### config.mk
export PLATFORM = sky130hd
export DESIGN_NAME = rwvc_speed_mem
export DESIGN_NICKNAME = d
export VERILOG_FILES = /design/src/hdl/rwvc_pkg.sv /design/src/hdl/rwvc_speed_mem.sv
export SDC_FILE = /design/constraint.sdc
export NUM_CORES = 1
export LEC_CHECK = 0
export ABC_AREA = 1
export BUFFER_PORTS_ARGS = -buffer_cell sky130_fd_sc_hd__buf_2
export CAP_MARGIN = 20
export CORE_MARGIN = 2
export CORE_UTILIZATION = 57
export DETAILED_ROUTE_END_ITERATION = 10
export PLACE_DENSITY = 0.78
export SETUP_SLACK_MARGIN = 0.05
export SLEW_MARGIN = 25
export SYNTH_ARGS = -nofsm -noshare
export SYNTH_HDL_FRONTEND = slang
export SYNTH_SLANG_ARGS = --single-unit
### constraint.sdc
create_clock -name clock -period 1.7 [get_ports clock]
set_input_delay 0.34 -clock clock [delete_from_list [all_inputs] [get_ports clock]]
set_output_delay 0.34 -clock clock [all_outputs]
set_load 0.02 [all_outputs]
### src/hdl/rwvc_pkg.sv
// Shared types, register codes and constants of the wheel voltage command block.
package rwvc_pkg;

   localparam int RWVC_WHEEL_COUNT = 4;

   // quotient bits produced by the shared divider (one per cycle)
   localparam int RWVC_DIV_STEPS = 32;

   localparam int CSR_ADDR_W = 6;
   localparam int CSR_DATA_W = 64;

   localparam logic [2:0] REG_FEEDBACK_GAIN = 3'd0;
   localparam logic [2:0] REG_VOLTAGE_MAX   = 3'd1;
   localparam logic [2:0] REG_VOLTAGE_MIN   = 3'd2;
   localparam logic [2:0] REG_INERTIA       = 3'd3;
   localparam logic [2:0] REG_TORQUE_LIMIT  = 3'd4;

   localparam logic [29:0] NS_PER_S = 30'd1000000000;

   typedef struct packed {
      logic [1:0]         wheel_index;
      logic signed [31:0] torque_cmd;
      logic signed [31:0] wheel_speed;
      logic               wheel_available;
      logic               speed_valid;
      logic [63:0]        call_time;
      logic               last_wheel;
   } req_type;

   typedef struct packed {
      logic [1:0]         wheel_number;
      logic signed [31:0] voltage_cmd;
   } rsp_type;

   typedef struct packed {
      logic [30:0] feedback_gain;
      logic [30:0] voltage_max;
      logic [30:0] voltage_min;
      logic [63:0] inertia_table;
      logic [63:0] torque_limit_table;
   } cfg_type;

endpackage

### src/hdl/rwvc_speed_mem.sv
// Per-wheel previous speed store: synchronous memory with valid bits.
module rwvc_speed_mem import rwvc_pkg::*; #(
   parameter int DEPTH = RWVC_WHEEL_COUNT
) (
   input  logic                                   clock,
   input  logic                                   reset,
   input  logic                                   rd_en,
   input  logic [((DEPTH > 1) ? $clog2(DEPTH) : 1)-1:0] rd_addr,
   output logic [31:0]                            rd_data,
   input  logic                                   wr_en,
   input  logic [((DEPTH > 1) ? $clog2(DEPTH) : 1)-1:0] wr_addr,
   input  logic [31:0]                            wr_data
);

   logic [31:0]      mem [DEPTH];
   logic [DEPTH-1:0] valid_ff;
   logic [31:0]      rd_data_ff;
   logic             rd_valid_ff;

   always_ff @(posedge clock) begin
      if (wr_en) begin
         mem[wr_addr] <= wr_data;
      end
      if (rd_en) begin
         rd_data_ff <= mem[rd_addr];
      end
   end

   always_ff @(posedge clock) begin
      if (reset) begin
         valid_ff    <= '0;
         rd_valid_ff <= 1'b0;
      end else begin
         if (wr_en) begin
            valid_ff[wr_addr] <= 1'b1;
         end
         if (rd_en) begin
            rd_valid_ff <= valid_ff[rd_addr];
         end
      end
   end

   // a never-written entry reads as zero
   assign rd_data = rd_valid_ff ? rd_data_ff : 32'd0;

endmodule

# Word level (Yosys, flattened, before mapping)
# Memories as Yosys holds them, arrays and structs flattened. A register that Yosys moved wholly into a read port is not among the register bits.
# Cells that the tools add are included.
# Widths: inputs -> output; s select.
[word_totals]
out_inout_bits = 32
mem_count = 1
in_bits = 40
mem_bits_rw = 128
ff_bits = 5
[op_classes]
n_mux = 7
bitwise = 1
n_lt_le_gt_ge = 3
n_reduce_logical = 1
[mem_list]
columns = ["name", "depth", "width", "read_ports", "rd_ports_with_merged_regs", "wr", "line", "source"]
rows = [
  ["mem", 4, 32, 1, 1, 1, "rwvc_speed_mem.sv:15", "logic [31:0] mem [DEPTH];"],
]
[op_table]
columns = ["cell", "n"]
rows = [
  ["$mux 32", 1],
  ["$lt 2x3->1 const B", 2],
  ["$mux 1", 4],
  ["$or 4x4->4", 1],
  ["$bmux 1 s2", 1],
  ["$demux 1 s2", 1],
  ["$ge 2x1->1 const B", 1],
  ["$logic_and 1x1->1", 1],
]

# Depth between registers and ports, before layout
[depth]
depth_word = 5
mapped_depth = 6

# Worst setup path after synthesis
# OpenSTA, ideal clock, no wires.
[synth_path]
kind = "input port to flip-flop"
from = "input port wr_addr[1] (netlist name)"
to = "memory mem[0][0], enable pin"
cell_stages = 3
path_buffers = 0
required_time_ns = 1.313
slack_ns = 0.203
setup_ns = 0.387
t_arrival_ns = 1.110
path_cell_list = "inv_1 nand3_1 inv_1"
[synth_rtl]
columns = ["item", "line", "source"]
rows = [
  ["start: declaration", "rwvc_speed_mem.sv:11", "input logic [((DEPTH > 1) ? $clog2(DEPTH) : 1)-1:0] wr_addr,"],
  ["end: declaration", "rwvc_speed_mem.sv:15", ""],
]
# No word-level cell before the write port.

# Worst setup path in the final report
[layout_path]
from = "register rd_valid_ff"
to = "output port rd_data[10]"
[layout_between]
elab_chain_cells = 1
[layout_lines]
columns = ["item", "line", "source"]
rows = [
  ["start: declaration", "rwvc_speed_mem.sv:18", "logic rd_valid_ff;"],
  ["start signal: assignment", "rwvc_speed_mem.sv:38", "rd_valid_ff <= valid_ff[rd_addr];"],
  ["$mux 32", "rwvc_speed_mem.sv:44", "assign rd_data = rd_valid_ff ? rd_data_ff : 32'd0;"],
  ["end: declaration", "rwvc_speed_mem.sv:9", "output logic [31:0] rd_data,"],
]
# Every way passes these cells.

==> flow_metrics.tcl <==
set metrics [dict create \
    synthMostInstantiatedCell "edfxtp_1" \
    synth-compound-area-share_pct 8.80 \
    clockRootBuffer "clkbuf_8" \
    synth_mux_area_share_pct 0 \
    yosysTopAreaCellShare_pct 77.5 \
    wl_per_cell_um 17.9 \
    cp_slowest_cell "dfxtp_4" \
    cts_sinks 165 \
    syn_inst 441 \
    grt_max_degree 67 \
    clock_latency_ns 0.53 \
    hold_slack_ns 0.0161 \
    synthAdderAreaFrac_pct 0 \
    finClkSkew_ns 0.00829 \
    overflow 0 \
    nets 564 \
    tightest_slew_ns 0.343 \
    synth_top_family_by_area "compound AO/OA/AOI/OAI gates" \
    slowest_delay_ns 0.41 \
    drtIter0Drc 306 \
    crit_chain "buf_12 -> nand2_1 -> inv_1 -> buf_4" \
    place_congestion 0.720 \
    yosys-top-cells-count "160 x edfxtp_1, 68 x nor2_1, 55 x o21ai_0, 39 x inv_1, 37 x nand2_1" \
    num_vias 3712 \
    critPathLaunchType "flip-flop" \
    track_usage_pct 22.5 \
    worstPathRequired_ns 1.36 \
    maxCapViolations 0 \
    drt-total-wl_mm 12.1 \
    area_delta_synth_final_pct 22.7 \
    die_area_sq_um 11700 \
    final-instance-count-excl-fill 678 \
    drcViolationCount 0 \
    synthesis.area_sq_um 6200 \
    grt_pass1_vias 3724 \
    cts_buffers 17 \
    hold_class "input port to flip-flop" \
    cts_tree "yes" \
    fmax_mhz 591 \
    path_clk_slew_ns 0.06 \
    synthesis.nets 481 \
    die_y_um 108 \
    path_max_fanout 12 \
    irDropWorstVdd_mv 0.749 \
    core_region_area_sq_um 10700 \
    outcome "finished clean" \
    cts_buffer_depth 2 \
    h-tree-depth 4 \
    crit_type "flip-flop to output pin" \
    syn_avg_cell_area_sq_um 14.1 \
    rows 38 \
    pin_count 72 \
    synthTopCellsByArea "edfxtp_1 78%, o21ai_0 4.4%, nor2_1 4.1%, o22ai_1 3.2%, inv_1 2.4%" \
    io_buffers 71 \
    grt_pass1_wl_mm 18.7 \
    synth_top_area_cell "edfxtp_1" \
    p_leak_nw 2.89 \
    synth_cell_type_count 17 \
    layout_min_cycle_time_ns 1.69 \
    yosysWarnings 0 \
    ys_ff_latch 165 \
    synth_flop_cell "edfxtp_1" \
    finalMaxSlewViolations 0 \
    dp.cells 642 \
    yosysSeqAreaShare_pct 79.1 \
    synth-simple-area-share_pct 6.84 \
    hpwl_mm 6.53 \
    dr.pass1.iters 4 \
    arrival_ns 1.35 \
    drive_gt1_share_pct 26.9 \
    initial_utilization_pct 57.7 \
    setup_viol 0 \
    viasPerCell 5.47 \
    rsz0062_at_grt "true" \
    cp-end-kind "output pin" \
    die_width_um 108 \
    ant_nets 0 \
    synth_edf_count 160 \
    synth-async-reset-ratio_pct 0 \
    post-route-period-util_pct 99.6 \
    grt_antenna_before_repair 1 \
    yosys.area_share.xor_xnor_pct 0 \
    hold_violations 0 \
    powerDensity_nw_per_um2 1180 \
    utilization_pct 70.7 \
    timing.slew.headroom_pct 77.2 \
]
## sequential cells by signal (all words and copies together) (netlist names)
signal,count
mem,128
rd_data_ff,32
valid_ff,4
rd_valid_ff,1
## metrics by stage
| step | instance area (sq um) | setup TNS, ns | power, mW | setup WS [ns] |
|---|---|---|---|---|
| after CTS | 7590 | -0.0591 | 9.00 | -0.0262 |
| final | 7600 | 0 | 8.95 | 0.00681 |
| after detailed placement | 6750 | 0 | 5.40 | 0.369 |
| after global routing | 7600 | -0.696 | 9.23 | -0.0523 |
| after global placement | 6750 | 0 | 5.36 | 0.397 |
| after floorplan | 6200 | 0 | 5.15 | 0.203 |
## per-layer routing
metal	share of wire, %	GRT usage (%)	up-vias
met5	0	0	-
met3	8.9	5.79	9
met4	1.2	11.7	0
li1	-	-	1749
met2	52	38.6	157
met1	38	26.2	1797
## placed cells by master (no fill, tap or decap), drive strengths merged, types with 4 or more instances in the layout
| cell type | n |
|---|---|
| o21ai | 65 |
| clkinv | 5 |
| nand2 | 37 |
| dfxtp | 5 |
| nand3 | 6 |
| clkinvlp | 4 |
| buf | 87 |
| inv | 43 |
| clkbuf | 18 |
| edfxtp | 160 |
| o22ai | 32 |
| nor2 | 68 |
## where the power goes
part	internal, mW	switching (mW)
combinational	0.245	0.382
sequential	4.71	0.0664
clock	2.07	1.48
total	7.03	1.92
## cell type report
class	count	area, sq um
antenna	2	5.00
clock buffer	18	418
clock inverter	13	133
fill	718	3140
inverter	41	154
multi-input combinational	211	1000
sequential	165	4910
tap	140	175
timing repair buffer	88	810
## worst paths after layout
path	from	to	slack, ns	cells past startpoint
worst max-delay path	rd_valid_ff$_SDFFE_PP0P_	rd_data[10]	0.007	4
worst min-delay path	wr_data[9]	mem[0][9]$_DFFE_PP_	0.02	1
worst max register to register	rd_valid_ff$_SDFFE_PP0P_	rd_valid_ff$_SDFFE_PP0P_	0.66	4
worst min register to register	valid_ff[3]$_SDFFE_PP0P_	valid_ff[3]$_SDFFE_PP0P_	0.47	1
## logic make-up after synthesis
logic type	Yosys count
compound gates	100
buf+inv	65
flops	165
simple gates	111
## worst max-delay path: cells and delay by family, from the launching register on
| kind | cells | cell delay [ns] |
|---|---|---|
| buffers and inverters | 3 | 0.34 |
| flip-flops | 1 | 0.41 |
| AND/OR/NAND/NOR | 1 | 0.07 |
## repair_timing
item,4_1_cts,5_1_grt
gates cloned,1,0
setup endpoints to repair,32,32
resized for setup,87,13
buffers inserted,1,0
hold buffers,1,0
endpoints found under the hold margin,2,0
Note: power is estimated with default switching activity, not from simulation.
