<file path="config.mk">
export PLATFORM = sky130hd
export DESIGN_NAME = rwvc_csr
export DESIGN_NICKNAME = d
export VERILOG_FILES = /design/src/hdl/rwvc_pkg.sv /design/src/hdl/rwvc_csr.sv
export SDC_FILE = /design/constraint.sdc
export NUM_CORES = 1
export LEC_CHECK = 0
export BUFFER_PORTS_ARGS = -buffer_cell sky130_fd_sc_hd__buf_2
export CELL_PAD_IN_SITES_DETAIL_PLACEMENT = 1
export CELL_PAD_IN_SITES_GLOBAL_PLACEMENT = 2
export CORE_MARGIN = 5
export CORE_UTILIZATION = 27
export CTS_CLUSTER_SIZE = 40
export DETAILED_ROUTE_END_ITERATION = 7
export GPL_TIMING_DRIVEN = 0
export PLACE_DENSITY_LB_ADDON = 0.1
export RECOVER_POWER = 100
export SLEW_MARGIN = 20
export SYNTH_ARGS = -nofsm -noshare
export SYNTH_HDL_FRONTEND = slang
export SYNTH_SLANG_ARGS = --single-unit
</file>
<file path="constraint.sdc">
create_clock -name clock -period 1.55 [get_ports clock]
set_input_delay 0.2325 -clock clock [delete_from_list [all_inputs] [get_ports clock]]
set_output_delay 0.2325 -clock clock [all_outputs]
set_load 0.02 [all_outputs]
</file>
<file path="src/hdl/rwvc_pkg.sv">
// Shared types, register codes and constants of the wheel voltage command block.
package rwvc_pkg;

   localparam int RWVC_WHEEL_COUNT = 4;

   // quotient bits produced by the shared divider (one per cycle)
   localparam int RWVC_DIV_STEPS = 32;

   localparam int CSR_ADDR_W = 6;
   localparam int CSR_DATA_W = 64;

   localparam logic [2:0] REG_FEEDBACK_GAIN = 3'd0;
   localparam logic [2:0] REG_VOLTAGE_MAX   = 3'd1;
   localparam logic [2:0] REG_VOLTAGE_MIN   = 3'd2;
   localparam logic [2:0] REG_INERTIA       = 3'd3;
   localparam logic [2:0] REG_TORQUE_LIMIT  = 3'd4;

   localparam logic [29:0] NS_PER_S = 30'd1000000000;

   typedef struct packed {
      logic [1:0]         wheel_index;
      logic signed [31:0] torque_cmd;
      logic signed [31:0] wheel_speed;
      logic               wheel_available;
      logic               speed_valid;
      logic [63:0]        call_time;
      logic               last_wheel;
   } req_type;

   typedef struct packed {
      logic [1:0]         wheel_number;
      logic signed [31:0] voltage_cmd;
   } rsp_type;

   typedef struct packed {
      logic [30:0] feedback_gain;
      logic [30:0] voltage_max;
      logic [30:0] voltage_min;
      logic [63:0] inertia_table;
      logic [63:0] torque_limit_table;
   } cfg_type;

endpackage

</file>
<file path="src/hdl/rwvc_csr.sv">
// Configuration register file behind the APB-style port.
module rwvc_csr import rwvc_pkg::*; (
   input  logic                  clock,
   input  logic                  reset,
   input  logic                  csr_psel,
   input  logic                  csr_penable,
   input  logic                  csr_pwrite,
   input  logic [CSR_ADDR_W-1:0] csr_paddr,
   input  logic [CSR_DATA_W-1:0] csr_pwdata,
   output logic [CSR_DATA_W-1:0] csr_prdata,
   output logic                  csr_pready,
   output cfg_type               cfg
);

   cfg_type    cfg_ff;
   logic [2:0] reg_index;
   logic       wr_beat;

   assign reg_index  = csr_paddr[CSR_ADDR_W-1:3];
   assign wr_beat    = csr_psel && csr_penable && csr_pwrite;
   assign csr_pready = 1'b1;
   assign cfg        = cfg_ff;

   always_ff @(posedge clock) begin
      if (reset) begin
         cfg_ff <= '0;
      end else if (wr_beat) begin
         unique case (reg_index)
            REG_FEEDBACK_GAIN: cfg_ff.feedback_gain      <= csr_pwdata[30:0];
            REG_VOLTAGE_MAX:   cfg_ff.voltage_max        <= csr_pwdata[30:0];
            REG_VOLTAGE_MIN:   cfg_ff.voltage_min        <= csr_pwdata[30:0];
            REG_INERTIA:       cfg_ff.inertia_table      <= csr_pwdata;
            REG_TORQUE_LIMIT:  cfg_ff.torque_limit_table <= csr_pwdata;
            default: ;
         endcase
      end
   end

   always_comb begin
      unique case (reg_index)
         REG_FEEDBACK_GAIN: csr_prdata = {33'd0, cfg_ff.feedback_gain};
         REG_VOLTAGE_MAX:   csr_prdata = {33'd0, cfg_ff.voltage_max};
         REG_VOLTAGE_MIN:   csr_prdata = {33'd0, cfg_ff.voltage_min};
         REG_INERTIA:       csr_prdata = cfg_ff.inertia_table;
         REG_TORQUE_LIMIT:  csr_prdata = cfg_ff.torque_limit_table;
         default:           csr_prdata = '0;
      endcase
   end

endmodule

</file>
[Word-level counts from Yosys, hierarchy flattened]
Index checks and enable logic that the tools add are counted.
Storage, ports and cells
  latch bits: 0
  input bits: 75
  flip-flop bits (word level): 221
  memory bits (writable): 0
  ROM bits: 0
  memories kept: 0
  word-level logic and storage cells: 18
Operators by class
  bitwise operators: 0
  multipliers: 0
  multiplexer cells: 1
  equal/unequal tests: 4
  $lt $le $gt $ge: 0
  divide/modulo/power cells: 0
  reductions and logical operators: 8
  $add $sub $neg: 0
  shifts and indexed selects: 0
Operators with widths (count)
  64-bit case mux with 5 select lines: 1
  2-bit AND reduction: 5
  3-bit by 2-bit == test with 1-bit output, second input constant: 2
  3-bit by 1-bit == test with 1-bit output, second input constant: 1
  3-bit == test, second input constant: 1
  3-bit zero test: 1
  1-bit logical AND: 2

[Depth between registers and ports, before layout]
Gate-level depths: netlist of run 1.
  depth after elaboration: 3
  mapped depth: 7
  mapped depth without buffers: 3

[Worst setup path before layout of run 1]
Ideal clock, no wire load.
  path kind: input -> output
  start: input port csr_paddr[3]
  end: output port csr_prdata[23]
  stages on the path: 6
  arrival: 1464 ps
  path slack: -146 ps
  buffers on the path: 3
  required time: 1317 ps
  cell sequence: buf_2 -> buf_2 -> nor2_2 -> clkbuf_1 -> a22oi_1 -> o22ai_1
Between the ends
  word-level cells in the longest chain between the ends: 2
  elaborated cells on any way between the ends: 6
  classes of those cells: eq/ne: 4; mux: 1; reduce/logical: 1
Ends and longest elaborated chain
  start, declared: line rwvc_csr.sv:8  | input logic [CSR_ADDR_W-1:0] csr_paddr,
  3-bit == test (tied with other cells): line rwvc_csr.sv:40  | unique case (reg_index)
  64-bit case mux with 5 select lines (*): line rwvc_csr.sv:40
  end, declared: line rwvc_csr.sv:10  | output logic [CSR_DATA_W-1:0] csr_prdata,
Mark *: on every way between the ends. The rest lies on a longest branch, timed or not.

[Final worst setup path of run 1]
  start: register cfg_ff, in the netlist cfg[143]
  end: output port csr_prdata[15]
Between the ends
  word-level cells in the longest chain between the ends: 1
Ends and longest elaborated chain
  start, declared: line rwvc_csr.sv:15  | cfg_type cfg_ff;
  64-bit case mux with 5 select lines: line rwvc_csr.sv:40
Every way passes these cells.

==> impl_metrics.csv, run 1 <==
group,metric,value,unit
clocking,number_of_buffers_added_by_the_clock_tree_synthesis_step,27,
status,run_status,"finished with violations",
place,port_buffers,352,
power,netSwitchingFraction,24.6,%
cells_and_area,layout.cells.most_common_list,"clkbuf_1, nand2b_1, dfxtp_1",
routing,drt-initial-drc-count,365,
global_route,first_pass_grt_wire_length,69700,µm
floorplan,top_level_ports,361,
routing,drt_drc_violations_left,0,
synthesis,synth_area_leader_cell,"dfxtp_1",
clocking,clk_transition_reported_paths,0.06,ns
place,pre_cts_ws,-0.879,ns
cells_and_area,filler_cell_count,4470,
power,power.switching,0.00330,W
worst_setup_path,worst-path-max-fanout,3,
clocking,tritoncts,"built",
cells_and_area,layout_commonest_cell,"clkbuf_1",
worst_setup_path,timing.reg2reg.worst_path_depth,4,
synthesis,post-synth-top-area-fraction,42.8,%
timing,relative_slew_slack,42.3,%
global_route,groute.usage.overall,22.0,%
clocking,h_tree_levels,1,
min_path,min_path_cells,3,
clocking,clock_sink_count,221,
floorplan,core_area,0.0378,mm²
power,total_leakage_power,6.30,nW
floorplan,floorplan.die_area,0.0423,mm²
worst_setup_path,cp_num_buf_inv,1,
timing,timing.final.setup_violations,32,
clocking,worst_skew_pair.late_latency,0.53,ns
timing,fmaxAchievable,562,MHz
routing,avgViaCountPerCell,4.84,
synthesis,yosys_register_bits,221,
synthesis,synth.net_count,1140,
timing,slew_violations,0,
clocking,cts.path.max_buffers,3,
global_route,grt.overflow.total,0,
cells_and_area,largest_register_ffs,221,
worst_setup_path,critPathMaxStageDelay,0.34,ns
worst_setup_path,critPathCaptureType,"output port",
routing,final_antenna_net_count,0,
global_route,grt_antenna_before_repair,6,
floorplan,floorplan.die.width,206,µm
synthesis,synth_seq_area_share,42.8,%
floorplan,start_util,27.4,%
timing,grt_setup_unrepaired,"yes",
min_path,hp-class,"primary input to flop",
timing,worst_slew_pin_slew,0.865,ns
cells_and_area,num-nets-final,1589,
power,power.share.clock,48.1,%
timing,setup_ws,-0.231,ns
routing,first_pass_iters,4,
routing,routed-via-count,9892,
worst_setup_path,worstSetupPathDepth,4,
floorplan,die_ht,206,µm
synthesis,post_synth_main_area_contributors,"dfxtp_1, mux2i_1, nand2b_1, o21ai_0, a22oi_1",
worst_setup_path,criticalPathCategory,"flop to output port",
power,internal_power,0.0101,W
clocking,clk_root_buffer_cell,"clkbuf_16",
global_route,first_global_vias,10384,
worst_setup_path,arrival,1.55,ns
worst_setup_path,startpoint_type,"flop",
status,violations,"setup timing",
flow_run,max_cap_violations,0,
cells_and_area,post_route_cells_drive_above_1_share,27.9,%
place,place_congestion,0.764,
synthesis,syn_area_per_cell,9.70,µm²
worst_setup_path,crit_path_cell_trace,"mux2_4 > a22oi_2 > o22ai_2 > buf_6",
synthesis,synth_area,0.0103,mm²
power,power.density_cell_area,903,mW/mm²
timing,worst_clock_skew,0,ns
global_route,grt_start_max_net_pins,13,
cells_and_area,area.growth.synth_to_final,44.1,%
worst_setup_path,worst_ep_required_time,1.32,ns
power,overall_power_after_layout,0.0134,W
routing,routedWlPerCell,23.9,µm
power,power_frac_comb,9.1,%
timing,finalCritPeriodShare,115,%
routing,finalWirelength,48900,µm
worst_setup_path,cpMaxStageDelayCell,"dfxtp_2",
worst_setup_path,timing.critical_path.max_delay_family,"flip-flops",
power,max-vdd-ir-drop,0.000734,V
timing,layout_min_cycle_time,1.78,ns
power,power.sequential.fraction,42.9,%
place,dp_hpwl,35100,µm
cells_and_area,postLayoutCoreUtil,39.4,%
timing,fin_setup_tns,-6.28,ns
synthesis,synth.lib_cells_used.distinct,28,
synthesis,postSynthCellCount,1065,
floorplan,placement_rows,71,
timing,finalHoldViolCount,0,
synthesis,ys.warnings.count,0,
[worst min-delay path: cells and delay by family]
family	cells	cell delay [ns]
muxes	1	0.14
and+or+nand+nor	1	0.11
buffers and inverters	1	0.08
[per-stage QoR]
stage               area [µm²]  hold WS [ns]  instances
global placement         12900         0.473       1928
floorplan                10500         0.400       1065
global route             14900        0.0804       2044
finish                   14900        0.0646       2044
detailed placement       12900         0.483       1928
CTS                      15000        0.0564       2033
[synth_stat cells, drive strengths merged]
| cell type | count |
|---|---|
| nor3b | 2 |
| clkbuf | 66 |
| dfxtp | 221 |
| nor2b | 66 |
| mux2 | 31 |
| nand4b | 1 |
| o21ai | 128 |
| conb | 1 |
| o22ai | 31 |
| nand3b | 2 |
| nand2 | 2 |
| nand2b | 221 |
| buf | 35 |
| a22o | 33 |
| and4b | 1 |
| nor2 | 2 |
| nor3 | 1 |
| nand4 | 1 |
| nand3 | 1 |
| mux2i | 157 |
| a22oi | 62 |
[worst paths after layout]
path	slack, ns	to	start
setup / recovery	-0.23	csr_prdata[15]	cfg[143]
hold / removal	0.06	cfg[167]	csr_pwdata[8]
setup reg to reg	0.63	cfg[86]	cfg[86]
hold reg to reg	0.49	cfg[145]	cfg[145]
[per-layer routing]
| layer | track usage (%) | wire length, µm | vias to the layer above | share of wire [%] |
|---|---|---|---|---|
| met5 | 0 | 47 | - | 0.096 |
| li1 | - | - | 4636 | - |
| met2 | 36.6 | 22900 | 270 | 47 |
| met4 | 5.12 | 1100 | 8 | 2.3 |
| met3 | 4.38 | 2820 | 68 | 5.8 |
| met1 | 29.4 | 22100 | 4910 | 45 |
[cell families (layout without fill, tap and decap cells)]
logic type | Yosys count | count (layout) | share of synthesized area [%]
buffers and inverters | 101 | 568 | 4.77
AND/OR/NAND/NOR | 300 | 300 | 18.4
flip-flops | 221 | 221 | 42.8
other | 1 | 2 | 0.0363
multiplexers | 188 | 188 | 18.6
AO/OA/AOI/OAI | 254 | 254 | 15.4
[final cells by class]
type / count / area (µm²) / area share [%]
clock buffer: 40 / 785 / 5.27
timing repair buffer: 421 / 2330 / 15.6
multi-input combinational: 743 / 5870 / 39.5
sequential: 221 / 4500 / 30.2
antenna: 1 / 2.50 / 0.0168
tap: 511 / 639 / 4.30
clock inverter: 7 / 110 / 0.740
buffer: 100 / 651 / 4.37
[power by group through the flow]
stage / clock network, W / registers (W) / logic, W
after global placement: 0 / 0.00589 / 0.00105
after detailed placement: 0 / 0.00589 / 0.00106
after floorplan: 0 / 0.00593 / 0.000514
after CTS: 0.00662 / 0.00576 / 0.00122
final: 0.00646 / 0.00576 / 0.00122
after global routing: 0.00686 / 0.00577 / 0.00129
[what timing repair did]
item                                    4_1_cts  5_1_grt
endpoints found under the setup margin      119       66
hold buffers                                 33        0
pin swaps                                    21       10
setup buffers                                26        9
gates resized for setup                     217       28
cloned                                        0        1
endpoints found under the hold margin        58        0
Note: power is estimated with default switching activity, not from simulation.
==> run 2, diff against run 1 <==
--- a/config.mk
+++ b/config.mk
@@ -9,7 +9,7 @@
 export CELL_PAD_IN_SITES_DETAIL_PLACEMENT = 1
 export CELL_PAD_IN_SITES_GLOBAL_PLACEMENT = 2
 export CORE_MARGIN = 5
-export CORE_UTILIZATION = 27
+export CORE_UTILIZATION = 32
 export CTS_CLUSTER_SIZE = 40
 export DETAILED_ROUTE_END_ITERATION = 7
 export GPL_TIMING_DRIVEN = 0
==> constraint.sdc (replaced) <==
create_clock -name clock -period 2.1 [get_ports clock]
set_input_delay 0.315 -clock clock [delete_from_list [all_inputs] [get_ports clock]]
set_output_delay 0.315 -clock clock [all_outputs]
set_load 0.02 [all_outputs]
==> impl_metrics.csv, run 2 (same netlist as run 1, synthesis figures left out) <==
group,metric,value,unit
floorplan,start_util,32.6,%
timing,finalHoldViolCount,0,
timing,layout_min_cycle_time,2.06,ns
floorplan,placement_rows,65,
power,internal_power,0.00726,W
place,place_congestion,0.761,
power,power.switching,0.00237,W
place,dp_hpwl,32400,µm
timing,finalCritPeriodShare,98.0,%
global_route,grt_antenna_before_repair,10,
power,max-vdd-ir-drop,0.000600,V
clocking,tritoncts,"built",
cells_and_area,seq_area,0.00442,mm²
global_route,first_pass_grt_wire_length,65400,µm
timing,grt_setup_unrepaired,"no",
worst_setup_path,criticalPathCategory,"primary input to output port",
status,run_status,"complete, no violations",
power,power.density_cell_area,728,mW/mm²
cells_and_area,layout_commonest_cell,"clkbuf_1",
clocking,number_of_buffers_added_by_the_clock_tree_synthesis_step,25,
cells_and_area,area.growth.synth_to_final,28.1,%
global_route,grt.overflow.total,0,
clocking,h_tree_levels,1,
power,netSwitchingFraction,24.6,%
place,pre_cts_ws,-0.508,ns
timing,relative_slew_slack,16.8,%
timing,worst_clock_skew,0,ns
power,power_frac_comb,7.8,%
floorplan,floorplan.die.width,190,µm
routing,first_pass_iters,4,
floorplan,die_ht,190,µm
clocking,clock_sink_count,221,
clocking,number_of_buffers_inserted_for_hold_repair_after_clock_tree_synthesis,0,
routing,drt_drc_violations_left,0,
floorplan,top_level_ports,361,
global_route,first_global_vias,10203,
timing,fmaxAchievable,486,MHz
cells_and_area,largest_register_ffs,221,
worst_setup_path,arrival,1.74,ns
place,port_buffers,352,
clocking,clk_root_buffer_cell,"clkbuf_16",
clocking,clk_transition_reported_paths,0.06,ns
routing,final_antenna_net_count,0,
floorplan,floorplan.die_area,0.0360,mm²
floorplan,core_area,0.0317,mm²
cells_and_area,final_cell_area,0.0132,mm²
routing,drt-initial-drc-count,451,
power,overall_power_after_layout,0.00963,W
flow_run,max_cap_violations,0,
timing,worst_slew_pin_slew,1.25,ns
cells_and_area,multi_input_comb_area,0.00542,mm²
power,total_leakage_power,5.64,nW
routing,finalWirelength,44900,µm
worst_setup_path,critPathCaptureType,"output port",
power,power.share.clock,48.0,%
global_route,grt_start_max_net_pins,14,
worst_setup_path,startpoint_type,"primary input",
clocking,worst_skew_pair.late_latency,0.52,ns
power,power.sequential.fraction,44.1,%
clocking,cts.path.max_buffers,3,
routing,routed-via-count,9640,
cells_and_area,layout.cells.most_common_list,"clkbuf_1, nand2b_1, dfxtp_1",
routing,routedWlPerCell,24.0,µm
cells_and_area,final_cell_count_no_fill,1870,
routing,avgViaCountPerCell,5.16,
cells_and_area,num-nets-final,1521,
global_route,groute.usage.overall,23.8,%
place,postPlaceCellArea,0.0126,mm²
timing,timing.final.setup_violations,0,
worst_setup_path,worst_ep_required_time,1.78,ns
place,placedCellCount,1819,
cells_and_area,filler_cell_count,3843,
timing,setup_ws,0.0419,ns
min_path,hp-class,"primary input to flop",
worst_setup_path,worst-path-max-fanout,10,
cells_and_area,post_route_cells_drive_above_1_share,17.2,%
timing,slew_violations,0,
-- run 2: critical path: stages --
cell and delay [ns]:
clkbuf_4 0.15, buf_8 0.15, nor2_2 0.19, clkbuf_4 0.32
a22oi_1 0.12, o22ai_1 0.25, clkbuf_2 0.24
-- run 2: path summary, 6_finish.rpt --
path	to	cells after the start	slack, ns	startpoint
max	csr_prdata[5]	7	0.04	csr_paddr[3]
min	cfg[47]	3	0.08	csr_pwdata[47]
max reg2reg	cfg[96]	3	1.17	cfg[96]
min reg2reg	cfg[182]	2	0.49	cfg[182]
-- run 2: routing by layer --
| layer | global-route usage (%) | wire [µm] |
|---|---|---|
| met1 | 31.8 | 20200 |
| met2 | 39.2 | 20600 |
| met3 | 4.92 | 2840 |
| met4 | 6.29 | 1110 |
| met5 | 0 | 61 |
-- run 2: repair_timing --
action	4_1_cts	5_1_grt
endpoints found under the setup margin	64	50
resized for setup	46	12
buffers inserted	2	0
-- run 2: cell type report --
cell class / instances / share of cell area [%]
well taps: 402 / 3.80
clock inverters: 11 / 1.00
clock buffers: 34 / 5.51
multi-input cells: 743 / 40.9
diodes: 4 / 0.0756
plain buffers: 101 / 3.95
repair buffers: 354 / 11.3
flip-flops and latches: 221 / 33.4
-- run 2: per-stage QoR --
stage                     utilization [%]  setup TNS, ns  hold WS [ns]
final                                41.7              0        0.0765
after CTS                            42.8       -0.00568        0.0607
after floorplan                         -              0         0.482
after detailed placement             39.7         -24.67         0.481
after global placement               39.7         -23.59         0.472
after global routing                 41.7              0        0.0785
-- run 2: power by group through the flow --
stage | Sequential [W] | Combinational (W) | Clock [W]
global route | 0.00425 | 0.000806 | 0.00488
finish | 0.00425 | 0.000753 | 0.00463
detailed placement | 0.00434 | 0.000743 | 0
CTS | 0.00425 | 0.000766 | 0.00471
floorplan | 0.00437 | 0.000361 | 0
global placement | 0.00434 | 0.000740 | 0
==> run 3, diff against run 2 <==
--- a/config.mk
+++ b/config.mk
@@ -15,6 +15,7 @@
 export GPL_TIMING_DRIVEN = 0
 export PLACE_DENSITY_LB_ADDON = 0.1
 export RECOVER_POWER = 100
+export REMOVE_ABC_BUFFERS = 1
 export SLEW_MARGIN = 20
 export SYNTH_ARGS = -nofsm -noshare
 export SYNTH_HDL_FRONTEND = slang
==> impl_metrics.csv, run 3 (same netlist as run 1, synthesis figures left out) <==
group,metric,value,unit
worst_setup_path,crit_path_cell_trace,"buf_8 > nor2b_4 > buf_6 > a22oi_1 > o22ai_1 > clkbuf_1",
floorplan,die_ht,190,µm
timing,worst_slew_pin_slew,1.39,ns
floorplan,floorplan.die_area,0.0360,mm²
timing,grt_setup_unrepaired,"no",
clocking,clock_sink_count,221,
worst_setup_path,critPathCaptureType,"output port",
timing,worst_clock_skew,0,ns
clocking,clk_transition_reported_paths,0.06,ns
clocking,clk_root_buffer_cell,"clkbuf_16",
cells_and_area,layout_commonest_cell,"clkbuf_1",
clocking,number_of_buffers_inserted_for_hold_repair_after_clock_tree_synthesis,0,
global_route,grt_start_max_net_pins,148,
timing,relative_slew_slack,7.34,%
clocking,cts.path.max_buffers,3,
routing,finalWirelength,39500,µm
power,max-vdd-ir-drop,0.000590,V
routing,routed-via-count,9146,
floorplan,floorplan.die.width,190,µm
cells_and_area,postLayoutCoreUtil,42.3,%
timing,finalHoldViolCount,0,
worst_setup_path,cpMaxStageDelayCell,"buf_8",
global_route,grt_antenna_before_repair,4,
cells_and_area,num-nets-final,1468,
timing,timing.final.setup_violations,0,
flow_run,max_cap_violations,0,
routing,drt_drc_violations_left,0,
timing,slew_violations,0,
floorplan,top_level_ports,361,
place,dp_hpwl,26600,µm
floorplan,placement_rows,65,
floorplan,start_util,32.6,%
clocking,number_of_buffers_added_by_the_clock_tree_synthesis_step,27,
worst_setup_path,critPathMaxStageDelay,0.31,ns
floorplan,core_area,0.0317,mm²
global_route,first_global_vias,9640,
clocking,h_tree_levels,1,
global_route,first_pass_grt_wire_length,59700,µm
global_route,grt.overflow.total,0,
global_route,groute.usage.overall,20.9,%
routing,first_pass_iters,4,
power,total_leakage_power,5.69,nW
clocking,tritoncts,"built",
place,port_buffers,356,
routing,drt-initial-drc-count,312,
timing,layout_min_cycle_time,2.05,ns
clocking,worst_skew_pair.late_latency,0.54,ns
cells_and_area,layout.cells.most_common_list,"clkbuf_1, nand2b_1, dfxtp_1",
status,run_status,"complete, no violations",
routing,routedWlPerCell,21.7,µm
cells_and_area,post_route_cells_drive_above_1_share,17.5,%
timing,finalCritPeriodShare,97.5,%
power,power.density_cell_area,743,mW/mm²
min_path,hp-class,"primary input to flop",
routing,final_antenna_net_count,0,
timing,fmaxAchievable,488,MHz
cells_and_area,area.growth.synth_to_final,30.0,%
routing,avgViaCountPerCell,5.03,
timing,hold_ws,0.0567,ns
worst_setup_path,arrival,1.73,ns
cells_and_area,largest_register_ffs,221,
place,place_congestion,0.739,
worst_setup_path,worst-path-max-fanout,37,
worst_setup_path,startpoint_type,"primary input",
worst_setup_path,criticalPathCategory,"primary input to output port",
worst_setup_path,worst_ep_required_time,1.78,ns
worst_setup_path,r2r_slack,1.27,ns
## run 3: layout make-up
cell class                 instances  area [µm²]
antenna                            1        2.50
clock buffer                      38         797
clock inverter                    12         164
fill                            3779       18300
multi-input combinational        743        5460
sequential                       221        4420
tap                              402         503
timing repair buffer             400        2080
## run 3: stage by stage
| step | std cells | total power [W] | instance area (µm²) | TNS (ns) | setup WS, ns |
|---|---|---|---|---|---|
| 6_report | 1817 | 0.00998 | 13400 | 0 | 0.0515 |
| 5_1_grt | 1816 | 0.0104 | 13400 | 0 | 0.00531 |
| 4_1_cts | 1816 | 0.0102 | 13900 | 0 | 0.0196 |
| 3_5_place_dp | 1755 | 0.00505 | 12700 | -201.98 | -1.39 |
| 3_3_place_gp | 1722 | 0.00500 | 12100 | -1176.55 | -6.70 |
| 2_1_floorplan | 964 | 0.00463 | 9840 | -240.25 | -2.55 |
## run 3: what timing repair did
action / in CTS / in global routing
cloned: 1 / 0
setup buffers: 10 / 0
pin swaps: 3 / 1
endpoints found under the setup margin: 184 / 4
gates resized for setup: 12 / 0
hold endpoints to repair: 0 / 0
## run 3: worst paths after layout
check            startpoint            end  cells past startpoint
max            csr_paddr[5]  csr_prdata[5]                      6
max reg2reg         cfg[78]        cfg[78]                      3
min reg2reg        cfg[178]       cfg[178]                      2
min          csr_pwdata[37]        cfg[37]                      3
## run 3: report_power, final
part	total [W]	internal (W)	switching [W]
sequential	0.00425	0.00422	0.0000259
combinational	0.000717	0.000277	0.000441
clock	0.00501	0.00312	0.00189
total	0.00998	0.00762	0.00236
## run 3: critical path: cells and delay by family
kind,cells,cell delay [ns]
AOI/OAI and AO/OA,2,0.29
and+or+nand+nor,1,0.29
buffers and inverters,3,0.81
## run 3: metal layers
layer / part of all wire [%] / wire, µm / global-route usage, % / vias up
met5: 0.14 / 55 / 0 / -
met3: 6.9 / 2730 / 5.47 / 46
met1: 45 / 17800 / 27.5 / 4425
li1: - / - / - / 4391
met4: 1.2 / 463 / 3.31 / 8
met2: 47 / 18500 / 35.3 / 276
