==> config.mk <==
export PLATFORM = sky130hd
export DESIGN_NAME = rwvc_divider
export DESIGN_NICKNAME = d
export VERILOG_FILES = /design/src/hdl/rwvc_pkg.sv /design/src/hdl/rwvc_divider.sv
export SDC_FILE = /design/constraint.sdc
export NUM_CORES = 1
export LEC_CHECK = 0
export BUFFER_PORTS_ARGS = -buffer_cell sky130_fd_sc_hd__buf_2
export CORE_MARGIN = 10
export CORE_UTILIZATION = 40
export CTS_BUF_LIST = sky130_fd_sc_hd__clkbuf_8
export CTS_CLUSTER_DIAMETER = 200
export DETAILED_ROUTE_END_ITERATION = 7
export PLACE_DENSITY = 0.63
export RECOVER_POWER = 25
export SYNTH_ARGS = -nofsm -noshare
export SYNTH_HDL_FRONTEND = slang
export SYNTH_SLANG_ARGS = --single-unit
==> constraint.sdc <==
create_clock -name clock -period 3.98 [get_ports clock]
set_clock_uncertainty 0.1 [all_clocks]
set_input_delay 0.597 -clock clock [delete_from_list [all_inputs] [get_ports clock]]
set_output_delay 0.597 -clock clock [all_outputs]
set_load 0.005 [all_outputs]
==> src/hdl/rwvc_pkg.sv <==
// Shared types, register codes and constants of the wheel voltage command block.
package rwvc_pkg;

   localparam int RWVC_WHEEL_COUNT = 4;

   // quotient bits produced by the shared divider (one per cycle)
   localparam int RWVC_DIV_STEPS = 32;

   localparam int CSR_ADDR_W = 6;
   localparam int CSR_DATA_W = 64;

   localparam logic [2:0] REG_FEEDBACK_GAIN = 3'd0;
   localparam logic [2:0] REG_VOLTAGE_MAX   = 3'd1;
   localparam logic [2:0] REG_VOLTAGE_MIN   = 3'd2;
   localparam logic [2:0] REG_INERTIA       = 3'd3;
   localparam logic [2:0] REG_TORQUE_LIMIT  = 3'd4;

   localparam logic [29:0] NS_PER_S = 30'd1000000000;

   typedef struct packed {
      logic [1:0]         wheel_index;
      logic signed [31:0] torque_cmd;
      logic signed [31:0] wheel_speed;
      logic               wheel_available;
      logic               speed_valid;
      logic [63:0]        call_time;
      logic               last_wheel;
   } req_type;

   typedef struct packed {
      logic [1:0]         wheel_number;
      logic signed [31:0] voltage_cmd;
   } rsp_type;

   typedef struct packed {
      logic [30:0] feedback_gain;
      logic [30:0] voltage_max;
      logic [30:0] voltage_min;
      logic [63:0] inertia_table;
      logic [63:0] torque_limit_table;
   } cfg_type;

endpackage

==> src/hdl/rwvc_divider.sv <==
// Shared restoring divider: 32 quotient bits, one per cycle, with overflow flag.
module rwvc_divider import rwvc_pkg::*; (
   input  logic        clock,
   input  logic        reset,
   input  logic        start,
   input  logic [63:0] numer,
   input  logic [63:0] denom,
   output logic        done,
   output logic [31:0] quot,
   output logic        ovf
);

   localparam int CNT_W = $clog2(RWVC_DIV_STEPS + 1);
   localparam logic [CNT_W-1:0] LAST_STEP = CNT_W'(RWVC_DIV_STEPS - 1);

   logic [63:0]      rem_ff;
   logic [31:0]      low_ff;
   logic [63:0]      den_ff;
   logic             ovf_ff;
   logic [CNT_W-1:0] count_ff;
   logic             busy_ff;
   logic             done_ff;
   logic [64:0]      shifted;
   logic             fits;
   logic [64:0]      diff;

   assign shifted = {rem_ff, low_ff[31]};
   assign fits    = shifted >= {1'b0, den_ff};
   assign diff    = shifted - {1'b0, den_ff};

   // payload: quotient of the upper half decides overflow, the lower half iterates
   always_ff @(posedge clock) begin
      if (start) begin
         rem_ff <= {32'd0, numer[63:32]};
         low_ff <= numer[31:0];
         den_ff <= denom;
         ovf_ff <= {32'd0, numer[63:32]} >= denom;
      end else if (busy_ff) begin
         rem_ff <= fits ? diff[63:0] : shifted[63:0];
         low_ff <= {low_ff[30:0], fits};
      end
   end

   always_ff @(posedge clock) begin
      if (reset) begin
         busy_ff  <= 1'b0;
         done_ff  <= 1'b0;
         count_ff <= '0;
      end else begin
         done_ff <= 1'b0;
         if (start) begin
            busy_ff  <= 1'b1;
            count_ff <= '0;
         end else if (busy_ff) begin
            count_ff <= count_ff + 1'b1;
            if (count_ff == LAST_STEP) begin
               busy_ff <= 1'b0;
               done_ff <= 1'b1;
            end
         end
      end
   end

   assign done = done_ff;
   assign quot = low_ff;
   assign ovf  = ovf_ff;

endmodule

# == Word level (Yosys, flattened, before mapping) ==
# Cells that the tools add are included.
# W data, S select, Z words.
# word_totals
regBits,169
out_inout_bits,34
wordCells,26
# op_classes
addsub,2
magnitude_cmp,2
eq_ne,1
mux,9
bitwise_logic,1
n_reduce_logical,3
# op_table
operator,n
$mux W32,4
$ge A65 B64 Y1,1
$ge A32 B64 Y1,1
$mux W64,1
$sub A64 B64 Y64,1
$add A6 B1 Y6 const B,1
$eq A6 B5 Y1 const B,1
$mux W1,4
$reduce_or A3 Y1,1
$reduce_bool A2 Y1,1
$reduce_or A2 Y1,1
$not A1 Y1,1

# == Logic depth before layout (Yosys ltp) ==
# Gate-level depths: netlist of the first run.
# logic_depth
depth_word,4
mapped_depth,16
mapped_depth_nobuf,14

# == Worst setup path before layout of the first run ==
# OpenSTA, ideal clock, no wires.
# synth_timing
kind,register to register
start,register rem_ff[19]
end,"register rem_ff[3], data pin"
t_arrival_ns,2.965
required_ns,3.609
setup_slack_ns,0.645
stages_incl_launch_ff,16
path_buffers,3
period_less_slack_ns,3.335
path_cell_list,edfxtp_1 ha_1 buf_2 a21oi_1 o21ai_1 nor2b_1 nor3_1 o21ai_2 a211oi_2 o31ai_4 a41oi_2 buf_2 buf_4 nor2_1 a211oi_1 a21oi_1
# synth_between
elab_chain_len,4
# synth_rtl
element,line,rtl
"start, declared",rwvc_divider.sv:16,logic [63:0] rem_ff;
"start signal, assigned",rwvc_divider.sv:34,"rem_ff <= {32'd0, numer[63:32]};"
"start signal, assigned",rwvc_divider.sv:39,rem_ff <= fits ? diff[63:0] : shifted[63:0];
$ge A65 B64 Y1,rwvc_divider.sv:28,"assign fits = shifted >= {1'b0, den_ff};"
$mux W64,rwvc_divider.sv:39,
$mux W32,rwvc_divider.sv:38,end else if (busy_ff) begin
$mux W32,rwvc_divider.sv:33,if (start) begin
# Every way passes these cells. The select of a mux whose other input is x is not followed.
# A chain may end at the register's enable or synchronous reset.

# == Worst setup path in the final report of the first run ==
# layout_timing
start,register den_ff[53]
end,register rem_ff[63]
# layout_between
elab_chain_len,2
elab_cells_between_ends,3
cone_classes,1 x add/sub; 1 x order compare; 1 x mux
# layout_rtl
element,line,rtl
"start, declared",rwvc_divider.sv:18,logic [63:0] den_ff;
"start signal, assigned",rwvc_divider.sv:36,den_ff <= denom;
$sub A64 B64 Y64 / $ge A65 B64 Y1 (equally long branches),"rwvc_divider.sv:29, rwvc_divider.sv:28",
$mux W64 (*),rwvc_divider.sv:39,
# Every way passes the cells marked *; elsewhere a longest branch is shown, timed or not.

==> out/metrics.csv, run 1 <==
stage,metric,value,unit
status,status,"complete, no violations",
sta,setup_tns,0,ns
global_route,first_global_vias,9431,
worst_setup_path,cp_cell_sequence,inv_1 -> ha_1 -> nand4_1 -> nor4b_4 -> nand3_1 -> nor4_2 -> a221o_1 -> a41oi_4 -> buf_4 -> or3_1 -> or4_1 -> o21ai_1,
worst_setup_path,critPathCaptureType,flop,
worst_setup_path,cp_slowest_cell,or4_1,
synth,synth-xor-area-share,0.0476,
synth,avgSynthCellArea,9.48,sq um
global_route,grt_pass1_wl,49.5,mm
detailed_routing,drtPass1Iterations,5,
synth,synthCells,1221,
worst_setup_path,crit_buf_inv,2,
cells_and_area,finalNetCount,1594,
detailed_routing,route.vias.total,9394,
die,start_util,0.405,
worst_setup_path,critPathArrivalTime,4.18,ns
worst_setup_path,path_max_fanout,13,
place,dpl_worst_slack,0.0796,ns
synth,synth_fa_ha_area_frac,0.107,
cts,cts.clk_slew.worst_paths,0.11,ns
min_path,min_path_cells,2,
synth,synth_top_area_frac,0.334,
place,place.gp.congestion,0.891,
power_and_ir_drop,power,5.07,mW
synth,synth-simple-area-share,0.119,
synth,synth_top_family_by_area,compound AO/OA/AOI/OAI gates,
sta,setup_violations,0,
die,fp.dieW,190,um
power_and_ir_drop,cellLeakagePower,5.98,nW
place,dp_hpwl,23.7,mm
synth,synthTopCellsByArea,"edfxtp_1 33%, ha_1 10%, dfxtp_1 6.9%, mux2_2 5.3%, a21oi_1 5.1%",
synth,synth_cell_type_count,70,
sta,worst_pin_slew,1.08,ns
die,dieArea,36200,sq um
cts,clock_sinks,169,
synth,yosysMostFrequentCell,edfxtp_1,
sta,fin_crit,3.86,ns
global_route,grt_overflow_total,0,
worst_setup_path,path_delay_family,simple AND/OR/NAND/NOR gates,
synth,synth_largest_area_cell,edfxtp_1,
worst_setup_path,critical_path_required,4.30,ns
cts,cts-buffers-inserted,17,
cts,cts_tree,built,
synth,synth_common_cells,"129 x edfxtp_1, 117 x a21oi_1, 115 x inv_1, 97 x ha_1, 90 x nand2_1",
synth,synthesis.nets,1450,
synth,synth_compound_area_frac,0.204,
synth,synth_edf_count,129,
detailed_routing,wl,30.9,mm
die,core-area,28600,sq um
die,num_rows,62,
synth,muxShareOfSynthArea,0.0587,
detailed_routing,wl_per_cell,17.5,um
detailed_routing,drc_errors,0,
sta,period_share,0.969,
global_route,grt_usage,0.168,
cells_and_area,fin_util,0.463,
power_and_ir_drop,power.density,383,nW/um^2
place,portBuffers,164,
synth,postSynth.asyncResetShare,0,
worst_setup_path,slowest_delay,0.56,ns
worst_setup_path,start_kind,flop,
sta,worst_slack,0.124,ns
min_path,hold_class,in2reg,
cts,ctsRootBufferMaster,clkbuf_8,
detailed_routing,drt-vias-per-instance,5.33,
sta,relSlewSlack,0.282,
flow_run,cap_viol_max_count,0,
global_route,grt_start_max_net_pins,78,
synth,yosysWarnings,0,
worst_setup_path,critical_path_depth,12,
power_and_ir_drop,vdd_drop_max,229,uV
detailed_routing,drtIter0Drc,575,
die,ioPinCount,165,
synth,yosysSeqAreaShare,0.404,
sta,final_hold_viol_count,0,
cts,h-tree-depth,4,
synth,ys.flop_type,edfxtp_1,
cts,hold_buffers,0,
global_route,antenna_found_initial,1,
sta,max_freq,259,MHz
sta,rsz0062_at_grt,false,
sta,final_max_slew_viol_count,0,
die,die_h,190,um
worst_setup_path,reg2reg_slack,0.12,ns
cells_and_area,drive_above_1_share,0.180,
synth,ys_ff_latch,169,
cts,clockBufferDepth,2,
cells_and_area,syn2layout_area_growth,14.3,%
cts,cts_setup_buffers,0,
worst_setup_path,path_class,reg2reg,
worst_setup_path,r2r_cells,12,
detailed_routing,ant_nets,0,
cts,clkLatencyLatePin,0.49,ns
synth,netlist_area,11600,sq um
==> cell families (layout without fill, tap and decap cells) <==
family,Yosys count,count (layout)
XOR/XNOR,63,63
adder cells (fa/ha/maj),98,98
other,0,2
multiplexers,61,61
flip-flops,169,169
AND/OR/NAND/NOR,285,285
AO/OA/AOI/OAI,368,368
buffers and inverters,177,334
==> placed cells by master, fill, tap and decap left out, types with 41 or more instances in the layout <==
master,Yosys,final
edfxtp_1,129,129
buf_2,19,123
a21oi_1,117,116
inv_1,115,115
ha_1,97,97
nand2_1,90,89
nor2_1,75,75
o21ai_0,71,70
a21o_1,60,60
mux2_2,55,55
clkbuf_1,39,41
==> cell type report <==
type                    count  area (sq um)
diodes                      2          5.00
clock buffers              17           234
clock inverters            15           196
fillers                  2778         15400
inverters                 115           432
multi-input cells         875          6250
flip-flops and latches    169          4670
well taps                 384           480
repair buffers            187           971
==> path summary, 6_finish.rpt <==
kind	start	end
max reg2reg	den_ff[53]	rem_ff[63]
min reg2reg	count_ff[5]	done
min	reset	busy_ff
max	den_ff[53]	rem_ff[63]
==> flip-flops by register name, summed over array words and instances (netlist names) <==
register	flops
busy_ff	1
count_ff	6
den_ff	64
done	1
ovf	1
quot	32
rem_ff	64
==> metal layers <==
layer	track usage	wire (um)
met1	0.221	14500
met3	0.0445	1610
met2	0.270	14300
met4	0.0415	443
met5	0	13
==> worst reg2reg max path, stage by stage (launching register included) <==
cell	delay, ns
edfxtp_1	0.34
inv_1	0.05
ha_1	0.42
nand4_1	0.28
nor4b_4	0.40
nand3_1	0.20
nor4_2	0.39
a221o_1	0.26
a41oi_4	0.06
buf_4	0.22
or3_1	0.43
or4_1	0.56
o21ai_1	0.08
==> where the power goes <==
group	internal, mW	switching (mW)	total (mW)
Combinational	0.633	0.888	1.52
Clock	0.646	0.755	1.40
Sequential	2.08	0.0732	2.15
==> per-stage QoR <==
step	hold slack, ns	cell area, sq um	cells
6_report	0.149	13200	1764
5_1_grt	0.122	13200	1762
4_1_cts	0.112	13300	1762
3_5_place_dp	0.354	12800	1730
3_3_place_gp	0.347	12800	1730
2_1_floorplan	0.324	11600	1221
==> timing repair <==
| item | 4_1_cts | 5_1_grt |
|---|---|---|
| hold endpoints to repair | 0 | 0 |
| resized for setup | 0 | 6 |
| setup endpoints to repair | 0 | 52 |
Power figures use the tool's default switching activity.
==> run 2, diff against run 1 <==
- PLACE_DENSITY: 0.63 -> 0.65
- clock period: 3.98 -> 3.3 ns (I/O delays scaled with it)
==> run 2 against run 1 <==
  * The run now ends with negative setup slack left
  * Critical path depth up 3
  * Die area is the same
  * Cell area is 18% higher
  * Worst hold slack worse by 0.081 ns
  * Sequential share of layout area decreased by 5.3 points
  * Total power grew 35%
  * Final cell count rose by 10%
  * Clock-buffer cell count unchanged
  * Core utilization up 8.2 points
  * Critical path type unchanged
  * Largest cell class unchanged
==> out/metrics.csv, run 2 (synthesis results as in run 1) <==
stage,metric,value,unit,change
die,core-area,28600,sq um,unchanged
die,dieArea,36200,sq um,unchanged
power_and_ir_drop,power.density,439,nW/um^2,+15%
die,ioPinCount,165,,unchanged
sta,worst_pin_slew,0.845,ns,-0.230 ns
global_route,grt_usage,0.185,,+0.0165
sta,setup_violations,42,,+42
die,num_rows,62,,unchanged
global_route,grt_overflow_total,0,,unchanged
cells_and_area,layout_commonest_cell,buf_4,,
place,place.gp.congestion,0.908,,+1.9%
place,placed_cells,1865,,+7.8%
global_route,grt_start_max_net_pins,65,,-17%
global_route,antenna_found_initial,3,,+2
detailed_routing,drc_errors,0,,unchanged
worst_setup_path,path_class,reg2reg,,
cts,cts-buffers-inserted,17,,unchanged
detailed_routing,route.vias.total,10600,,+13%
detailed_routing,drtPass1Iterations,5,,unchanged
cells_and_area,syn2layout_area_growth,34.5,%,
detailed_routing,wl_per_cell,18.5,um,+5.7%
worst_setup_path,slowest_delay,0.46,ns,-0.10 ns
cts,ctsRootBufferMaster,clkbuf_8,,
cells_and_area,finalNetCount,1776,,+11%
sta,final_hold_viol_count,0,,unchanged
sta,rsz0062_at_grt,true,,
worst_setup_path,cp_cell_sequence,ha_4 -> buf_6 -> nand4_1 -> nor3_2 -> nand2_1 -> o21ai_4 -> a211oi_4 -> o31ai_4 -> a41oi_4 -> buf_4 -> buf_6 -> buf_16 -> nand2_1 -> o21ai_0 -> mux2_2,,
place,portBuffers,164,,unchanged
status,status,finished with violations,,
detailed_routing,drtIter0Drc,663,,+15%
cts,cts.clk_slew.worst_paths,0.12,ns,about the same
sta,max_freq,290,MHz,+12%
worst_setup_path,startpoint,rem_ff[18],,
worst_setup_path,cp_slowest_cell,edfxtp_1,,
worst_setup_path,rr_startpoint,rem_ff[18],,
detailed_routing,ant_nets,0,,unchanged
cells_and_area,drive_above_1_share,0.338,,+0.158
sta,worst_slack,-0.152,ns,-0.276 ns
status,failed_checks,negative setup slack,,
cells_and_area,final_cell_mix,"171 x buf_4, 129 x edfxtp_1, 122 x buf_2",,
place,dp_hpwl,25.1,mm,+6.0%
detailed_routing,wl,36.1,mm,+17%
worst_setup_path,start_kind,flop,,
cells_and_area,final_cells,1947,,+10%
cts,h-tree-depth,4,,unchanged
sta,setup_tns,-3.16,ns,-3.16 ns
cts,clkLatencyLatePin,0.51,ns,+0.02 ns
min_path,hp-start,denom[2],,
sta,fin_crit,3.45,ns,-0.404 ns
cts,hold_buffers,0,,unchanged
worst_setup_path,critPathCaptureType,flop,,
worst_setup_path,critPathArrivalTime,3.61,ns,-0.57 ns
sta,period_share,1.05,,+0.0773
global_route,grt_pass1_wl,54.2,mm,+9.5%
cts,clock_sinks,169,,unchanged
die,die_h,190,um,unchanged
power_and_ir_drop,cellLeakagePower,7.07,nW,+18%
global_route,first_global_vias,10600,,+13%
worst_setup_path,path_max_fanout,11,,-2
flow_run,cap_viol_max_count,0,,unchanged
worst_setup_path,reg2reg_slack,-0.15,ns,-0.28 ns
sta,final_max_slew_viol_count,0,,unchanged
cts,clockBufferDepth,2,,unchanged
die,fp.dieW,190,um,unchanged
sta,relSlewSlack,0.437,,+0.154
worst_setup_path,critical_path_required,3.45,ns,-0.85 ns
detailed_routing,drt-vias-per-instance,5.46,,+2.5%
power_and_ir_drop,vdd_drop_max,233,uV,+1.6%
cts,cts_tree,built,,
die,start_util,0.405,,unchanged
min_path,hold_class,in2reg,,
[run 2: changes by cell type in the layout (fill, tap and decap cells not counted), sizes merged]
cell / previous run / this run
diode: 2 / 3
buf: 146 / 320
clkinvlp: 0 / 1
inv: 125 / 123
clkinv: 2 / 4
clkbuf: 58 / 66
bufinv: 3 / 2
[run 2: path summary, 6_finish.rpt]
kind / endpoint / depth (start not counted)
worst max-delay path: rem_ff[24] / 15
worst min register to register: done / 1
worst min-delay path: den_ff[2] / 1
worst max register to register: rem_ff[24] / 15
[run 2: metal layers]
layer	part of all wire	wire length [um]	global-route usage
met1	0.43	15400	0.229
met2	0.49	17500	0.309
met5	0	0	0
met4	0.026	921	0.0615
met3	0.062	2230	0.0452
[run 2: area by class of cell]
| class | count | area, sq um |
|---|---|---|
| antenna | 3 | 7.51 |
| clock buffer | 17 | 234 |
| multi-input combinational | 875 | 6870 |
| sequential | 169 | 4670 |
| timing repair buffer | 369 | 2670 |
| inverter | 115 | 434 |
| tap | 384 | 480 |
| fill | 2550 | 13000 |
| clock inverter | 15 | 200 |
[run 2: timing repair]
action / CTS / global route
pin swaps: 28 / 43
buffers inserted: 12 / 24
setup endpoints to repair: 55 / 64
gates cloned: 3 / 10
resized for setup: 63 / 97
[run 2: metrics by stage]
stage                util  setup WS (ns)  instance area [sq um]  hold WS, ns  power [mW]
finish              0.544         -0.152                  15600       0.0687        6.84
global route        0.544         -0.270                  15600       0.0303        7.22
CTS                 0.517        -0.0606                  14800       0.0329        6.61
detailed placement  0.485         -0.237                  13900        0.358        4.82
global placement    0.485         -0.128                  13900        0.350        4.79
floorplan               -         0.0251                  11600        0.324        3.92
[run 2: worst max-delay path: cells and delay by family (launching register included)]
| kind | cells | cell delay, ns |
|---|---|---|
| AOI/OAI and AO/OA | 5 | 0.84 |
| and+or+nand+nor | 4 | 0.61 |
| buffers and inverters | 4 | 0.58 |
| DFF | 1 | 0.46 |
| adders and majority gates | 1 | 0.36 |
| muxes | 1 | 0.27 |
[run 2: power by group]
group	total (mW)	leakage [nW]	switching (mW)	internal, mW
logic	2.58	5.25	1.32	1.26
registers	2.61	1.61	0.104	2.50
clock network	1.65	0.215	0.934	0.716
==> run 3, diff against run 2 <==
- CORE_ASPECT_RATIO: unset -> 1.5
==> run 3 against run 2 <==
  * The flow still finishes with violations (negative setup slack)
  * Wire length down 3.3%
  * Combinational power down 2%
  * Global-route usage down 0.49 points
  * First-iteration DRC count down 28%
  * Setup slack better by 0.093 ns
  * Core utilization down 1.7 points
  * Final cell count down 1.3%
  * Clock-buffer cell count unchanged
  * Largest cell class unchanged
  * Largest power group unchanged
==> out/metrics.csv, run 3 (synthesis results as in run 1) <==
stage,metric,value,unit,change
worst_setup_path,path_delay_family,simple AND/OR/NAND/NOR gates,,
sta,worst_slack,-0.0586,ns,+0.0934 ns
worst_setup_path,cp_cell_sequence,ha_4 -> buf_6 -> nand4_1 -> o21ai_2 -> nand2_1 -> o21ai_2 -> a211oi_4 -> o31ai_4 -> a41oi_4 -> buf_6 -> buf_6 -> or3_4 -> or4_1 -> o21ai_1,,
cells_and_area,nFillCells,2604,,+2.1%
worst_setup_path,critPathArrivalTime,3.72,ns,+0.11 ns
die,dieArea,36300,sq um,+0.39%
sta,setup_violations,4,,-90%
cts,clkLatencyLatePin,0.52,ns,about the same
detailed_routing,drtPass1Iterations,5,,unchanged
die,die_h,228,um,+20%
sta,rsz0062_at_grt,true,,
worst_setup_path,critPathCaptureType,flop,,
worst_setup_path,cp_slowest_cell,or4_1,,
status,status,finished with violations,,
detailed_routing,wl_per_cell,18.1,um,-2.1%
cells_and_area,multiInputGateArea,6920,sq um,+0.71%
die,ioPinCount,165,,unchanged
cells_and_area,seqCellArea,4670,sq um,unchanged
min_path,hold_class,in2reg,,
cts,cts_tree,built,,
worst_setup_path,crit_buf_inv,3,,-1
worst_setup_path,slowest_delay,0.52,ns,+0.06 ns
die,num_rows,76,,+23%
power_and_ir_drop,power,6.61,mW,-3.3%
detailed_routing,drt-vias-per-instance,5.33,,-2.4%
cts,hold_buffers,0,,unchanged
worst_setup_path,critical_path_required,3.67,ns,+0.22 ns
sta,period_share,1.02,,-0.0283
power_and_ir_drop,cellLeakagePower,6.79,nW,-4.0%
die,core-area,28600,sq um,about the same
detailed_routing,wl,34.9,mm,-3.3%
worst_setup_path,start_kind,flop,,
die,start_util,0.405,,about the same
global_route,antenna_found_initial,3,,unchanged
cts,clockBufferDepth,2,,unchanged
sta,relSlewSlack,0.540,,+0.104
worst_setup_path,path_max_fanout,4,,-7
place,dp_hpwl,26.3,mm,+4.6%
cells_and_area,final_cell_mix,"162 x buf_4, 129 x edfxtp_1, 121 x buf_2",,
worst_setup_path,cpMostUsedCell,buf_6,,
cts,cts.clk_slew.worst_paths,0.11,ns,about the same
cells_and_area,syn2layout_area_growth,30.3,%,
power_and_ir_drop,power.density,438,nW/um^2,-0.19%
detailed_routing,drc_errors,0,,unchanged
detailed_routing,ant_nets,0,,unchanged
cts,cts-buffers-inserted,17,,unchanged
sta,final_max_slew_viol_count,0,,unchanged
cts,clock_sinks,169,,unchanged
detailed_routing,route.vias.total,10200,,-3.6%
cells_and_area,finalNetCount,1745,,-1.7%
worst_setup_path,path_class,reg2reg,,
power_and_ir_drop,vdd_drop_max,288,uV,+24%
cts,h-tree-depth,4,,unchanged
sta,worst_pin_slew,0.689,ns,-0.155 ns
flow_run,cap_viol_max_count,0,,unchanged
global_route,first_global_vias,10500,,-1.6%
detailed_routing,drtIter0Drc,478,,-28%
place,portBuffers,164,,unchanged
cts,ctsRootBufferMaster,clkbuf_8,,
global_route,grt_overflow_total,0,,unchanged
die,fp.dieW,159,um,-16%
sta,max_freq,298,MHz,+2.8%
sta,setup_tns,-0.0815,ns,+3.08 ns
cells_and_area,fin_util,0.527,,-0.0172
global_route,grt_pass1_wl,52.7,mm,-2.8%
status,failed_checks,negative setup slack,,
sta,final_hold_viol_count,0,,unchanged
sta,fin_crit,3.36,ns,-0.0934 ns
global_route,grt_start_max_net_pins,69,,+6.2%
cells_and_area,drive_above_1_share,0.318,,-0.0200
place,place.gp.congestion,0.938,,+3.3%
global_route,grt_usage,0.180,,-0.00491
cells_and_area,layout_commonest_cell,buf_4,,
## run 3: power breakdown
part / total [mW] / internal, mW / switching [mW]
registers: 2.61 / 2.50 / 0.106
logic: 2.52 / 1.22 / 1.30
clock network: 1.48 / 0.613 / 0.868
total: 6.61 / 4.33 / 2.28
## run 3: metal layers
metal / track usage / vias up / share of wire
met5: 0 / - / 0
met4: 0.106 / 0 / 0.052
met3: 0.0265 / 97 / 0.024
met2: 0.358 / 206 / 0.57
met1: 0.167 / 4899 / 0.36
li1: - / 5040 / -
## run 3: area by class of cell
cell class	instances	area share
Antenna cell	3	0.000498
Clock buffer	17	0.0155
Clock inverter	15	0.00929
Inverter	115	0.0286
Multi-Input combinational cell	875	0.459
Timing Repair Buffer	338	0.145
Tap cell	390	0.0323
Sequential cell	169	0.310
## run 3: worst paths after layout
path               startpoint    endpoint  slack [ns]  depth (start not counted)
hold / removal          reset     busy_ff        0.04                          2
setup / recovery    rem_ff[9]  rem_ff[63]       -0.06                         14
setup reg to reg    rem_ff[9]  rem_ff[63]       -0.06                         14
hold reg to reg   count_ff[5]        done        0.37                          1
## run 3: per-stage QoR
stage               area (sq um)  hold slack [ns]  cells  setup WS, ns
floorplan                  11600            0.324   1221        0.0251
global placement           13700            0.358   1853        -0.256
detailed placement         13700            0.359   1853        -0.308
CTS                        14400           0.0113   1895       -0.0863
global route               15100           0.0336   1922        -0.240
finish                     15100           0.0441   1922       -0.0586
## run 3: what timing repair did
item / CTS / global route
endpoints found under the setup margin: 64 / 65
pin swaps: 12 / 65
gates resized for setup: 38 / 107
setup buffers: 11 / 25
gates cloned: 0 / 1
